==> src/rtl/mcg_pkg.sv <==
// Shared types, constants and table functions for the month calendar grid.
package mcg_pkg;

	localparam int COLS         = 7;
	localparam int ROWS_DEFAULT = 6;
	localparam int ROW_W        = 4;
	localparam int COL_W        = 3;
	localparam int DAY_W        = 5;
	localparam int YEAR_W       = 14;
	localparam int MONTH_W      = 4;

	localparam logic [MONTH_W-1:0] MONTH_JAN = 4'd1;
	localparam logic [MONTH_W-1:0] MONTH_FEB = 4'd2;
	localparam logic [MONTH_W-1:0] MONTH_MAR = 4'd3;
	localparam logic [MONTH_W-1:0] MONTH_DEC = 4'd12;
	localparam logic [DAY_W-1:0]   LEAP_FEB_LEN = 5'd29;

	typedef struct packed {
		logic [2:0]       first;
		logic [DAY_W-1:0] dim;
		logic [DAY_W-1:0] today;
	} mcg_month_t;

	function automatic logic [DAY_W-1:0] month_len(input logic [MONTH_W-1:0] m);
		logic [DAY_W-1:0] d;
		case (m)
			4'd1, 4'd3, 4'd5, 4'd7, 4'd8, 4'd10, 4'd12: d = 5'd31;
			4'd4, 4'd6, 4'd9, 4'd11:                     d = 5'd30;
			4'd2:                                         d = 5'd28;
			default:                                      d = 5'd0;
		endcase
		return d;
	endfunction

	function automatic logic [2:0] month_off(input logic [MONTH_W-1:0] m);
		logic [2:0] o;
		case (m)
			4'd2:  o = 3'd3;
			4'd3:  o = 3'd2;
			4'd4:  o = 3'd5;
			4'd6:  o = 3'd3;
			4'd7:  o = 3'd5;
			4'd8:  o = 3'd1;
			4'd9:  o = 3'd4;
			4'd10: o = 3'd6;
			4'd11: o = 3'd2;
			4'd12: o = 3'd4;
			default: o = 3'd0;
		endcase
		return o;
	endfunction

endpackage

==> src/rtl/month_calendar_grid_top.sv <==
// Month calendar grid: top level with stream ports.
// One transfer in (year, month, today's day) yields ROWS*7 cell transfers out, row-major,
// Sunday first, tlast on the final cell. The cell generator emits one cell per cycle while
// the output is not stalled. The weekday and month-length front end is a five-stage pipeline;
// when idle, a request passes through its stages, then the cell generator's month register
// and output register, before the first cell is offered. Requests queue in the pipeline while
// cells drain.
module month_calendar_grid_top #(
	parameter int ROWS = mcg_pkg::ROWS_DEFAULT
) (
	input  logic        clk,
	input  logic        arst_n,
	input  logic        s_axis_tvalid,
	output logic        s_axis_tready,
	input  logic [23:0] s_axis_tdata,   // year[13:0], month[17:14], today_day[22:18], 0
	output logic        m_axis_tvalid,
	input  logic        m_axis_tready,
	output logic [15:0] m_axis_tdata,   // row[3:0], column[6:4], day_number[11:7],
	                                    // in_month[12], is_today[13], 0
	output logic        m_axis_tlast    // last_cell
);

	logic                 pipe_valid, pipe_ready;
	mcg_pkg::mcg_month_t  pipe_month;

	logic [mcg_pkg::ROW_W-1:0] row;
	logic [mcg_pkg::COL_W-1:0] column;
	logic [mcg_pkg::DAY_W-1:0] day_number;
	logic                      in_month, is_today, last_cell;

	mcg_first_pipe u_pipe (
		.clk       (clk),
		.arst_n    (arst_n),
		.in_valid  (s_axis_tvalid),
		.in_ready  (s_axis_tready),
		.year      (s_axis_tdata[13:0]),
		.month     (s_axis_tdata[17:14]),
		.today_day (s_axis_tdata[22:18]),
		.out_valid (pipe_valid),
		.out_ready (pipe_ready),
		.out_month (pipe_month)
	);

	mcg_cell_gen #(
		.ROWS (ROWS)
	) u_cells (
		.clk           (clk),
		.arst_n        (arst_n),
		.in_valid      (pipe_valid),
		.in_ready      (pipe_ready),
		.in_month      (pipe_month),
		.out_valid     (m_axis_tvalid),
		.out_ready     (m_axis_tready),
		.row           (row),
		.column        (column),
		.day_number    (day_number),
		.in_month_flag (in_month),
		.is_today      (is_today),
		.last_cell     (last_cell)
	);

	assign m_axis_tdata = {2'b00, is_today, in_month, day_number, column, row};
	assign m_axis_tlast = last_cell;

endmodule

==> src/rtl/mcg_first_pipe.sv <==
// Five-stage pipeline giving weekday of the first and month length.
module mcg_first_pipe (
	input  logic                              clk,
	input  logic                              arst_n,
	input  logic                              in_valid,
	output logic                              in_ready,
	input  logic [mcg_pkg::YEAR_W-1:0]        year,
	input  logic [mcg_pkg::MONTH_W-1:0]       month,
	input  logic [mcg_pkg::DAY_W-1:0]         today_day,
	output logic                              out_valid,
	input  logic                              out_ready,
	output mcg_pkg::mcg_month_t               out_month
);

	logic v_s1, v_s2, v_s3, v_s4, v_s5;
	logic r1, r2, r3, r4, r5;

	assign r5 = !v_s5 || out_ready;
	assign r4 = !v_s4 || r5;
	assign r3 = !v_s3 || r4;
	assign r2 = !v_s2 || r3;
	assign r1 = !v_s1 || r2;
	assign in_ready = r1;

	// stage 1: shifted year, table lookups
	logic [14:0] yy_s1;
	logic [13:0] y_s1;
	logic [2:0]  off_s1;
	logic [4:0]  len_s1;
	logic        feb_s1, ok_s1;
	logic [4:0]  today_s1;

	// stage 2: reciprocal products
	logic [14:0] yy_s2;
	logic [13:0] y_s2;
	logic [2:0]  off_s2;
	logic [4:0]  len_s2;
	logic        feb_s2, ok_s2;
	logic [4:0]  today_s2;
	logic [23:0] p100_s2;
	logic [21:0] p400_s2;
	logic [29:0] py_s2;

	// stage 3: day count sum, month length
	logic [14:0] sum_s3;
	logic [4:0]  dim_s3;
	logic        ok_s3;
	logic [4:0]  today_s3;

	// stage 4: mod-7 product
	logic [14:0] sum_s4;
	logic [29:0] ps_s4;
	logic [4:0]  dim_s4;
	logic        ok_s4;
	logic [4:0]  today_s4;

	// stage 5: result
	mcg_pkg::mcg_month_t month_s5;

	logic [14:0] yy_c;
	logic [8:0]  q100_c;
	logic [6:0]  q400_c;
	logic [9:0]  q25_c;
	logic        r25_zero_c, leap_c;
	logic [14:0] sum_c;
	logic [12:0] q7_c;
	logic [14:0] rem7_c;

	always_comb begin
		yy_c = {1'b0, year} + 15'd400 - ((month < mcg_pkg::MONTH_MAR) ? 15'd1 : 15'd0);
		q100_c = p100_s2[23:15];
		q400_c = p400_s2[21:15];
		q25_c  = py_s2[29:20];
		r25_zero_c = ({1'b0, y_s2} == 15'(q25_c) * 15'd25);
		leap_c = (y_s2[1:0] == 2'd0 && !r25_zero_c) || (y_s2[3:0] == 4'd0 && r25_zero_c);
		sum_c = yy_s2 + {2'b0, yy_s2[14:2]} - {6'b0, q100_c} + {8'b0, q400_c}
			+ {12'b0, off_s2} + 15'd1;
		q7_c   = ps_s4[29:17];
		rem7_c = sum_s4 - 15'(q7_c) * 15'd7;
	end

	always_ff @(posedge clk or negedge arst_n) begin
		if (!arst_n) begin
			v_s1 <= 1'b0;
			v_s2 <= 1'b0;
			v_s3 <= 1'b0;
			v_s4 <= 1'b0;
			v_s5 <= 1'b0;
		end else begin
			if (r1) v_s1 <= in_valid;
			if (r2) v_s2 <= v_s1;
			if (r3) v_s3 <= v_s2;
			if (r4) v_s4 <= v_s3;
			if (r5) v_s5 <= v_s4;
		end
	end

	always_ff @(posedge clk) begin
		if (r1 && in_valid) begin
			yy_s1    <= yy_c;
			y_s1     <= year;
			off_s1   <= mcg_pkg::month_off(month);
			len_s1   <= mcg_pkg::month_len(month);
			feb_s1   <= (month == mcg_pkg::MONTH_FEB);
			ok_s1    <= (month >= mcg_pkg::MONTH_JAN) && (month <= mcg_pkg::MONTH_DEC);
			today_s1 <= today_day;
		end
		if (r2 && v_s1) begin
			yy_s2    <= yy_s1;
			y_s2     <= y_s1;
			off_s2   <= off_s1;
			len_s2   <= len_s1;
			feb_s2   <= feb_s1;
			ok_s2    <= ok_s1;
			today_s2 <= today_s1;
			p100_s2  <= 24'(yy_s1[14:2]) * 24'd1311;
			p400_s2  <= 22'(yy_s1[14:4]) * 22'd1311;
			py_s2    <= 30'(y_s1) * 30'd41944;
		end
		if (r3 && v_s2) begin
			sum_s3   <= sum_c;
			dim_s3   <= (feb_s2 && leap_c) ? mcg_pkg::LEAP_FEB_LEN : len_s2;
			ok_s3    <= ok_s2;
			today_s3 <= today_s2;
		end
		if (r4 && v_s3) begin
			sum_s4   <= sum_s3;
			ps_s4    <= 30'(sum_s3) * 30'd18725;
			dim_s4   <= dim_s3;
			ok_s4    <= ok_s3;
			today_s4 <= today_s3;
		end
		if (r5 && v_s4) begin
			month_s5.first <= ok_s4 ? rem7_c[2:0] : 3'd0;
			month_s5.dim   <= dim_s4;
			month_s5.today <= today_s4;
		end
	end

	assign out_valid = v_s5;
	assign out_month = month_s5;

	a_first_range: assert property (@(posedge clk) disable iff (!arst_n)
		v_s5 |-> month_s5.first <= 3'd6)
		else $error("weekday of first out of range");

	a_stall_hold: assert property (@(posedge clk) disable iff (!arst_n)
		v_s5 && !out_ready |=> v_s5 && $stable(month_s5))
		else $error("stalled stage 5 item lost or changed");

	a_dim_range: assert property (@(posedge clk) disable iff (!arst_n)
		v_s5 |-> month_s5.dim == 5'd0 || month_s5.dim >= 5'd28)
		else $error("month length out of range");

endmodule

==> src/rtl/mcg_cell_gen.sv <==
// Cell generator: walks the grid one cell per cycle, while the output is not stalled, behind an output register.
module mcg_cell_gen #(
	parameter int ROWS = mcg_pkg::ROWS_DEFAULT
) (
	input  logic                         clk,
	input  logic                         arst_n,
	input  logic                         in_valid,
	output logic                         in_ready,
	input  mcg_pkg::mcg_month_t          in_month,
	output logic                         out_valid,
	input  logic                         out_ready,
	output logic [mcg_pkg::ROW_W-1:0]    row,
	output logic [mcg_pkg::COL_W-1:0]    column,
	output logic [mcg_pkg::DAY_W-1:0]    day_number,
	output logic                         in_month_flag,
	output logic                         is_today,
	output logic                         last_cell
);

	localparam int NCELLS = ROWS * mcg_pkg::COLS;
	localparam int IW     = $clog2(NCELLS);

	logic                         busy_q;
	logic [IW-1:0]                idx_q;
	logic [mcg_pkg::ROW_W-1:0]    row_q;
	logic [mcg_pkg::COL_W-1:0]    col_q;
	mcg_pkg::mcg_month_t          month_q;

	logic                         ovalid_q;
	logic [mcg_pkg::ROW_W-1:0]    orow_q;
	logic [mcg_pkg::COL_W-1:0]    ocol_q;
	logic [mcg_pkg::DAY_W-1:0]    oday_q;
	logic                         oinm_q, otoday_q, olast_q;

	logic          out_free, emit, last, load, inm_c;
	logic [IW:0]   diff_c;
	logic [mcg_pkg::DAY_W-1:0] day_c;

	always_comb begin
		out_free = !ovalid_q || out_ready;
		emit     = busy_q && out_free;
		last     = (idx_q == IW'(NCELLS - 1));
		in_ready = !busy_q || (emit && last);
		load     = in_valid && in_ready;
		diff_c   = {1'b0, idx_q} - (IW + 1)'(month_q.first);
		inm_c    = ({1'b0, idx_q} >= (IW + 1)'(month_q.first))
			&& (diff_c < (IW + 1)'(month_q.dim));
		day_c    = inm_c ? (mcg_pkg::DAY_W'(diff_c) + 5'd1) : 5'd0;
	end

	always_ff @(posedge clk or negedge arst_n) begin
		if (!arst_n) begin
			busy_q   <= 1'b0;
			ovalid_q <= 1'b0;
			idx_q    <= '0;
			row_q    <= '0;
			col_q    <= '0;
		end else begin
			if (load) begin
				busy_q <= 1'b1;
				idx_q  <= '0;
				row_q  <= '0;
				col_q  <= '0;
			end else if (emit && last) begin
				busy_q <= 1'b0;
			end else if (emit) begin
				idx_q <= idx_q + IW'(1);
				if (col_q == mcg_pkg::COL_W'(mcg_pkg::COLS - 1)) begin
					col_q <= '0;
					row_q <= row_q + mcg_pkg::ROW_W'(1);
				end else begin
					col_q <= col_q + mcg_pkg::COL_W'(1);
				end
			end
			if (emit) ovalid_q <= 1'b1;
			else if (out_ready) ovalid_q <= 1'b0;
		end
	end

	always_ff @(posedge clk) begin
		if (load) month_q <= in_month;
		if (emit) begin
			orow_q   <= row_q;
			ocol_q   <= col_q;
			oday_q   <= day_c;
			oinm_q   <= inm_c;
			otoday_q <= inm_c && (day_c == month_q.today);
			olast_q  <= last;
		end
	end

	assign out_valid     = ovalid_q;
	assign row           = orow_q;
	assign column        = ocol_q;
	assign day_number    = oday_q;
	assign in_month_flag = oinm_q;
	assign is_today      = otoday_q;
	assign last_cell     = olast_q;

	a_last_pos: assert property (@(posedge clk) disable iff (!arst_n)
		ovalid_q && olast_q |-> orow_q == mcg_pkg::ROW_W'(ROWS - 1)
			&& ocol_q == mcg_pkg::COL_W'(mcg_pkg::COLS - 1))
		else $error("last cell mark at wrong grid position");

	a_empty_cell: assert property (@(posedge clk) disable iff (!arst_n)
		ovalid_q && !oinm_q |-> oday_q == 5'd0 && !otoday_q)
		else $error("empty cell carries a day or today mark");

	a_counters: assert property (@(posedge clk) disable iff (!arst_n)
		busy_q |-> idx_q == IW'(row_q * mcg_pkg::COLS + col_q))
		else $error("cell index out of step with row and column");

endmodule
==> config.mk <==
export PLATFORM = sky130hd
export DESIGN_NAME = month_calendar_grid_top
export DESIGN_NICKNAME = d
export VERILOG_FILES = /design/src/rtl/mcg_pkg.sv /design/src/rtl/month_calendar_grid_top.sv /design/src/rtl/mcg_first_pipe.sv /design/src/rtl/mcg_cell_gen.sv
export SDC_FILE = /design/constraint.sdc
export NUM_CORES = 1
export LEC_CHECK = 0
export BUFFER_PORTS_ARGS = -buffer_cell sky130_fd_sc_hd__buf_2
export CORE_UTILIZATION = 60
export CTS_CLUSTER_DIAMETER = 80
export DETAILED_ROUTE_END_ITERATION = 8
export PLACE_DENSITY = 0.77
export RECOVER_POWER = 25
export SYNTH_ARGS = -nofsm -noshare
export SYNTH_HDL_FRONTEND = slang
export SYNTH_SLANG_ARGS = --single-unit
==> constraint.sdc <==
create_clock -name clk -period 8.58 [get_ports clk]
set_clock_uncertainty 0.2 [all_clocks]
set_input_delay 1.716 -clock clk [delete_from_list [all_inputs] [get_ports clk]]
set_output_delay 1.716 -clock clk [all_outputs]
set_load 0.02 [all_outputs]
### Word-level counts from Yosys, hierarchy flattened

Memories as Yosys holds them, arrays and structs flattened. A register that Yosys moved wholly into a read port is not among the register bits.
Index checks and enable logic that the tools add are counted.

| storage, ports and cells | value |
|---|---|
| bits in read-only memories | 128 |
| memories kept | 2 |
| logic and storage cells | 133 |
| output and inout port bits | 19 |
| register bits | 284 |

| cells by class | value |
|---|---|
| muxes and demuxes | 17 |
| add/sub/neg operators | 13 |
| $mul | 6 |
| order comparisons | 5 |
| equal/unequal tests | 6 |
| reductions and logical operators | 38 |

Memories:

| memory | words | bits a word | read ports | clocked after memory_dff | wr ports | line | text |
|---|---|---|---|---|---|---|---|
| (name not given) | 16 | 5 | 1 | 1 | 0 | mcg_pkg.sv:26 | `case (m)` |
| (name not given) | 16 | 3 | 1 | 1 | 0 | mcg_pkg.sv:37 | `case (m)` |

Operators by type and width:

| operator | number |
|---|---|
| $mul A15 B15 Y30 const B | 1 |
| $mul A14 B13 Y27 const B | 1 |
| $mul A13 B11 Y24 const B | 1 |
| $mul A11 B11 Y22 const B | 1 |
| $mux W6 | 3 |
| $mux W4 | 4 |
| $add A14 B9 Y15 const B | 1 |
| $add A15 B1 Y15 const B | 1 |
| $add A15 B13 Y15 | 1 |
| $add A15 B3 Y15 | 1 |
| $add A15 B7 Y15 | 1 |
| $eq A14 B15 Y1 | 1 |
| $mul A10 B5 Y15 const B | 1 |
| $sub A15 B15 Y15 | 1 |
| $sub A15 B9 Y15 | 1 |
| $logic_and A1 B1 Y1 | 14 |
| $mul A13 B3 Y3 const B | 1 |
| $mux W3 | 4 |
| $logic_not A1 Y1 | 8 |
| $logic_or A1 B1 Y1 | 8 |
| $reduce_bool A2 Y1 | 4 |
| $lt A7 B5 Y1 | 1 |
| $sub A6 B3 Y7 | 1 |
| $add A6 B1 Y6 const B | 1 |
| other kinds (19) | 23 |

### Longest topological paths before layout

| logic depth | value |
|---|---|
| depth in word-level cells | 11 |
| depth in mapped cells | 19 |
| gate-level depth less buffers | 19 |

### Modules after synthesis

Synthesis repeated with hierarchy kept, for this count alone.

| unflattened totals | value |
|---|---|
| cell total of the unflattened synthesis | 1721 |
| area, all modules | 19653.8 µm² |

By module, submodules not included:

| module | times used | area an instance (µm²) | seq. area each (µm²) | cells an instance |
|---|---|---|---|---|
| mcg_first_pipe | 1 | 17480.5 | 4929.7 | 1542 |
| mcg_cell_gen | 1 | 2139.6 | 1216.2 | 174 |
| month_calendar_grid_top | 1 | 33.8 | 0.0 | 5 |

### Least setup slack after synthesis

No wires, ideal clock.

| timing | value |
|---|---|
| path kind | reg-to-reg |
| start | reg u_pipe.y_s1[11] |
| end | reg u_pipe.py_s2[28] (data pin) |
| path slack | 3.429 ns |
| buffers on the path | 0 |
| arrival time | 4.688 ns |
| cell stages (with the launch flop) | 20 |
| cell sequence | edfxtp_1 -> inv_1 -> fa_1 -> inv_1 -> ha_1 -> inv_1 -> fa_1 -> inv_1 -> fa_1 -> inv_1 -> fa_1 -> inv_1 -> ha_1 -> and4_1 -> nor2b_1 -> a2bb2oi_1 -> nand3_1 -> o41ai_2 -> o21bai_1 -> xor2_1 |

| on the way | value |
|---|---|
| word-level cells in the longest chain between the ends | 1 |

Ends and longest elaborated chain:

| element | line | text |
|---|---|---|
| start, declared | mcg_first_pipe.sv:27 | `logic [13:0] y_s1;` |
| start signal, assigned | mcg_first_pipe.sv:101 | `y_s1 <= year;` |
| $mul A14 B13 Y27 | mcg_first_pipe.sv:118 | `py_s2 <= 30'(y_s1) * 30'd41944;` |
| end signal, assigned | mcg_first_pipe.sv:118 |  |
| end, declared | mcg_first_pipe.sv:42 | `logic [29:0] py_s2;` |

No other way between the ends.
A chain may end at the register's enable or synchronous reset.

### Final worst setup path

| timing | value |
|---|---|
| start | reg u_pipe.yy_s1[12] |
| end | reg u_pipe.p100_s2[23] (data pin) |

| on the way | value |
|---|---|
| word-level cells in the longest chain between the ends | 1 |

Ends and longest elaborated chain:

| element | line | text |
|---|---|---|
| start, declared | mcg_first_pipe.sv:26 | `logic [14:0] yy_s1;` |
| start signal, assigned | mcg_first_pipe.sv:100 | `yy_s1 <= yy_c;` |
| $mul A13 B11 Y24 | mcg_first_pipe.sv:116 | `p100_s2 <= 24'(yy_s1[14:2]) * 24'd1311;` |
| end signal, assigned | mcg_first_pipe.sv:116 |  |
| end, declared | mcg_first_pipe.sv:40 | `logic [23:0] p100_s2;` |

No other way between the ends.

==> impl_metrics.toml <==
[clock_tree]
clockBufferDepth = 3
cts.htree.levels = 1
tritoncts = "done"
clk_latency_ns = 0.53
cts_root_buffer = "clkbuf_16"
clock_sinks = 206
clkSlewWorstSetupHoldPaths_ns = 0.07
cts_buffers = 24
hold_buffers = 0
cts_resized = 0
postCtsSetupBuffers = 0

[power]
p_total_mw = 3.27
total_leakage_power_nw = 10.3
vdd_drop_max_mv = 0.145
p_per_area_mw_per_mm2 = 155

[placement]
postPlaceCellArea_sq_mm = 0.0204
port-buffer-count = 43
dp_hpwl_mm = 28.6
gp_congestion = 0.876

[drt]
vias_per_cell = 5.32
dr.pass1.iters = 5
wire_per_inst_microns = 15.2
finalWirelength_mm = 34.2
drcViolationCount = 0
dr_total_vias = 11900
drt_iter0_markers = 473
drtAntennaViolNets = 0

[grt]
grt.total_usage_pct = 21.6
grt_first_pass_wirelength_mm = 58.2
antenna_found_initial = 0
grt_overflow_total = 0
grt_pass1_vias = 12600
grt_start_max_net_pins = 69

[layout]
n_fill_cell = 2429
stdcell_area_sq_mm = 0.0211
area_growth_pct = 7.52
drive_above_1_share_pct = 5.80
nets = 2381
final_util_pct = 66.3
final_common_cell = "inv_1"
mostFrequentLayoutCells = "inv_1, ha_1, edfxtp_1"

[sta]
finalSetupViolations = 0
hold_viol_final = 0
relSlewSlack_pct = 27.0
worstMarginPinSlew_ns = 1.09
finalSetupTns_ns = 0
finalCritPeriodShare_pct = 67.7
rsz0062_at_grt = "false"
fmax_mhz = 172
drv_slew = 0
fin_crit_ns = 5.81

[worst_setup_path]
r2r_slack_ns = 2.77
crit_family = "adder cells"
slowest_delay_ns = 0.62
crit_slowest_cell = "edfxtp_1"
worstSetupEndpointType = "register"
path_buf_inv = 4
cp_max_fo = 8
r2r-end = "u_pipe.p100_s2[23]"
ff2ff_path_depth = 17
critPathLaunch = "u_pipe.yy_s1[12]"
endpoint = "u_pipe.p100_s2[23]"
path_cells = "fa_1 -> ha_1 -> inv_1 -> fa_1 -> inv_1 -> fa_1 -> inv_1 -> fa_1 -> inv_1 -> ha_1 -> and4_1 -> o21ai_1 -> nor2_1 -> a21oi_1 -> a31oi_1 -> a2111oi_0 -> nor2_1"
path_depth = 17
cp.arrival_ns = 5.84
cp.required_ns = 8.61
cp-start-kind = "register"
critPathKind = "reg2reg"
rr_startpoint = "u_pipe.yy_s1[12]"

[status]
outcome = "completed"

[die]
start_util_pct = 61.7
dieArea_sq_mm = 0.0335
ios = 47
rows = 65
coreArea_sq_mm = 0.0319
die_w_microns = 183
die_y_microns = 183

[yosys]
synthesis.area_sq_mm = 0.0197
async_reset_ff_share_pct = 9.71
ys_ff_latch = 206
synth_ff_type = "edfxtp_1"
yosys_warnings = 0
ys_seq_area_share_pct = 31.0
ys_types = 76
netlist_instances = 1730
syn_area_per_cell_sq_um = 11.4
synth_edf_count = 186

[worst_hold_path]
hold_path.class = "reg2reg"

[flow_run]
drv.max_cap_violation_count = 0
==> stage by stage <==
step / hold WS [ns] / std cells / worst slack, ns
final: 0.204 / 2246 / 2.77
after global routing: 0.211 / 2244 / 2.40
after detailed placement: 0.205 / 2200 / 2.75
after global placement: 0.201 / 2200 / 2.89
after CTS: 0.210 / 2244 / 2.74
after floorplan: 0.200 / 1731 / 3.43
==> worst min-delay path by stage <==
stage                    startpoint             endpoint  slack (ns)  cells after the start
2_1_floorplan   u_pipe.out_month[0]   u_cells.month_q[0]        0.20                      0
3_3_place_gp   u_pipe.out_month[12]  u_cells.month_q[12]        0.20                      0
3_5_place_dp    u_pipe.out_month[0]   u_cells.month_q[0]        0.20                      0
5_1_grt             u_pipe.yy_s1[1]      u_pipe.yy_s2[1]        0.21                      0
4_1_cts             u_pipe.yy_s1[1]      u_pipe.yy_s2[1]        0.21                      0
6_report            u_pipe.yy_s1[1]      u_pipe.yy_s2[1]        0.20                      0
==> final cells by class <==
class	count	area (sq um)	area share (%)
Clock buffer	25	604	2.86
Antenna cell	2	5.00	0.0237
Multi-Input combinational cell	1085	11900	56.3
Timing Repair Buffer	46	236	1.12
Sequential cell	206	6090	28.8
Clock inverter	19	144	0.681
Inverter	428	1610	7.60
Tap cell	435	544	2.58
==> registers in the layout, indices dropped and copies added, names as in the netlist, 6 cells and up <==
name / count
u_pipe.p100_s2: 10
u_pipe.yy_s2: 13
u_pipe.yy_s1: 15
u_pipe.sum_s3: 15
u_pipe.p400_s2: 8
u_pipe.y_s2: 14
u_cells.idx_q: 6
u_pipe.y_s1: 14
u_cells.month_q: 11
u_pipe.out_month: 11
u_pipe.py_s2: 10
==> power breakdown <==
part	switching [mW]	internal (mW)
clock	0.423	0.524
combinational	0.600	0.480
sequential	0.0584	1.19
==> synthesized netlist by cell type (3+ instances only) <==
| master | number | area (sq um) |
|---|---|---|
| and2_1 | 13 | 81.3 |
| o21ai_1 | 10 | 50.1 |
| a211oi_1 | 13 | 97.6 |
| nand2b_1 | 13 | 81.3 |
| fa_1 | 181 | 3620 |
| and4_1 | 5 | 43.8 |
| nor3b_1 | 4 | 30.0 |
| o21a_1 | 10 | 75.1 |
| edfxtp_1 | 186 | 5590 |
| nor2b_1 | 18 | 113 |
| nand2_1 | 28 | 105 |
| o211ai_1 | 5 | 37.5 |
| a21boi_1 | 7 | 52.6 |
| and3_1 | 7 | 43.8 |
| a21oi_1 | 50 | 250 |
| dfrtp_1 | 20 | 500 |
| buf_4 | 4 | 30.0 |
| a211oi_2 | 3 | 37.5 |
| a221o_1 | 3 | 30.0 |
| o21ai_0 | 28 | 140 |
| xnor2_1 | 63 | 552 |
| o2111ai_1 | 4 | 35.0 |
| xor2_1 | 30 | 263 |
| nand3_1 | 13 | 65.1 |
| nand4_1 | 13 | 81.3 |
| inv_1 | 428 | 1610 |
| o31ai_1 | 5 | 37.5 |
| a2111oi_0 | 3 | 26.3 |
| nand3b_1 | 6 | 45.0 |
| a211o_1 | 4 | 35.0 |
| ha_1 | 381 | 4770 |
| buf_2 | 3 | 15.0 |
| or2_2 | 5 | 31.3 |
| mux2i_1 | 7 | 70.1 |
| a21o_1 | 20 | 150 |
| nor2_1 | 64 | 240 |
| clkbuf_1 | 5 | 18.8 |
| nor3_1 | 13 | 65.1 |
| a31oi_1 | 6 | 37.5 |
| o21bai_1 | 6 | 45.0 |
==> cell families (layout without fill, tap and decap cells) <==
| family | Yosys count | count (layout) | share of synthesized area (%) |
|---|---|---|---|
| adders and majority gates | 562 | 562 | 42.7 |
| buffers and inverters | 440 | 518 | 8.50 |
| and+or+nand+nor | 217 | 217 | 5.93 |
| DFF | 206 | 206 | 31.0 |
| AOI/OAI and AO/OA | 200 | 200 | 6.99 |
| xor gates and xnor gates | 96 | 96 | 4.49 |
| muxes | 8 | 8 | 0.414 |
| other | 1 | 4 | 0.0191 |
==> layer usage <==
metal  vias to the layer above  wire length [microns]  global-route usage (%)
met3                        40                    972                    1.91
met1                      5843                  15500                    28.2
met4                         0                    619                    4.87
met5                         -                      0                       0
met2                       172                  17100                    39.2
li1                       5885                      -                       -
Note: power is estimated with default switching activity, not from simulation.
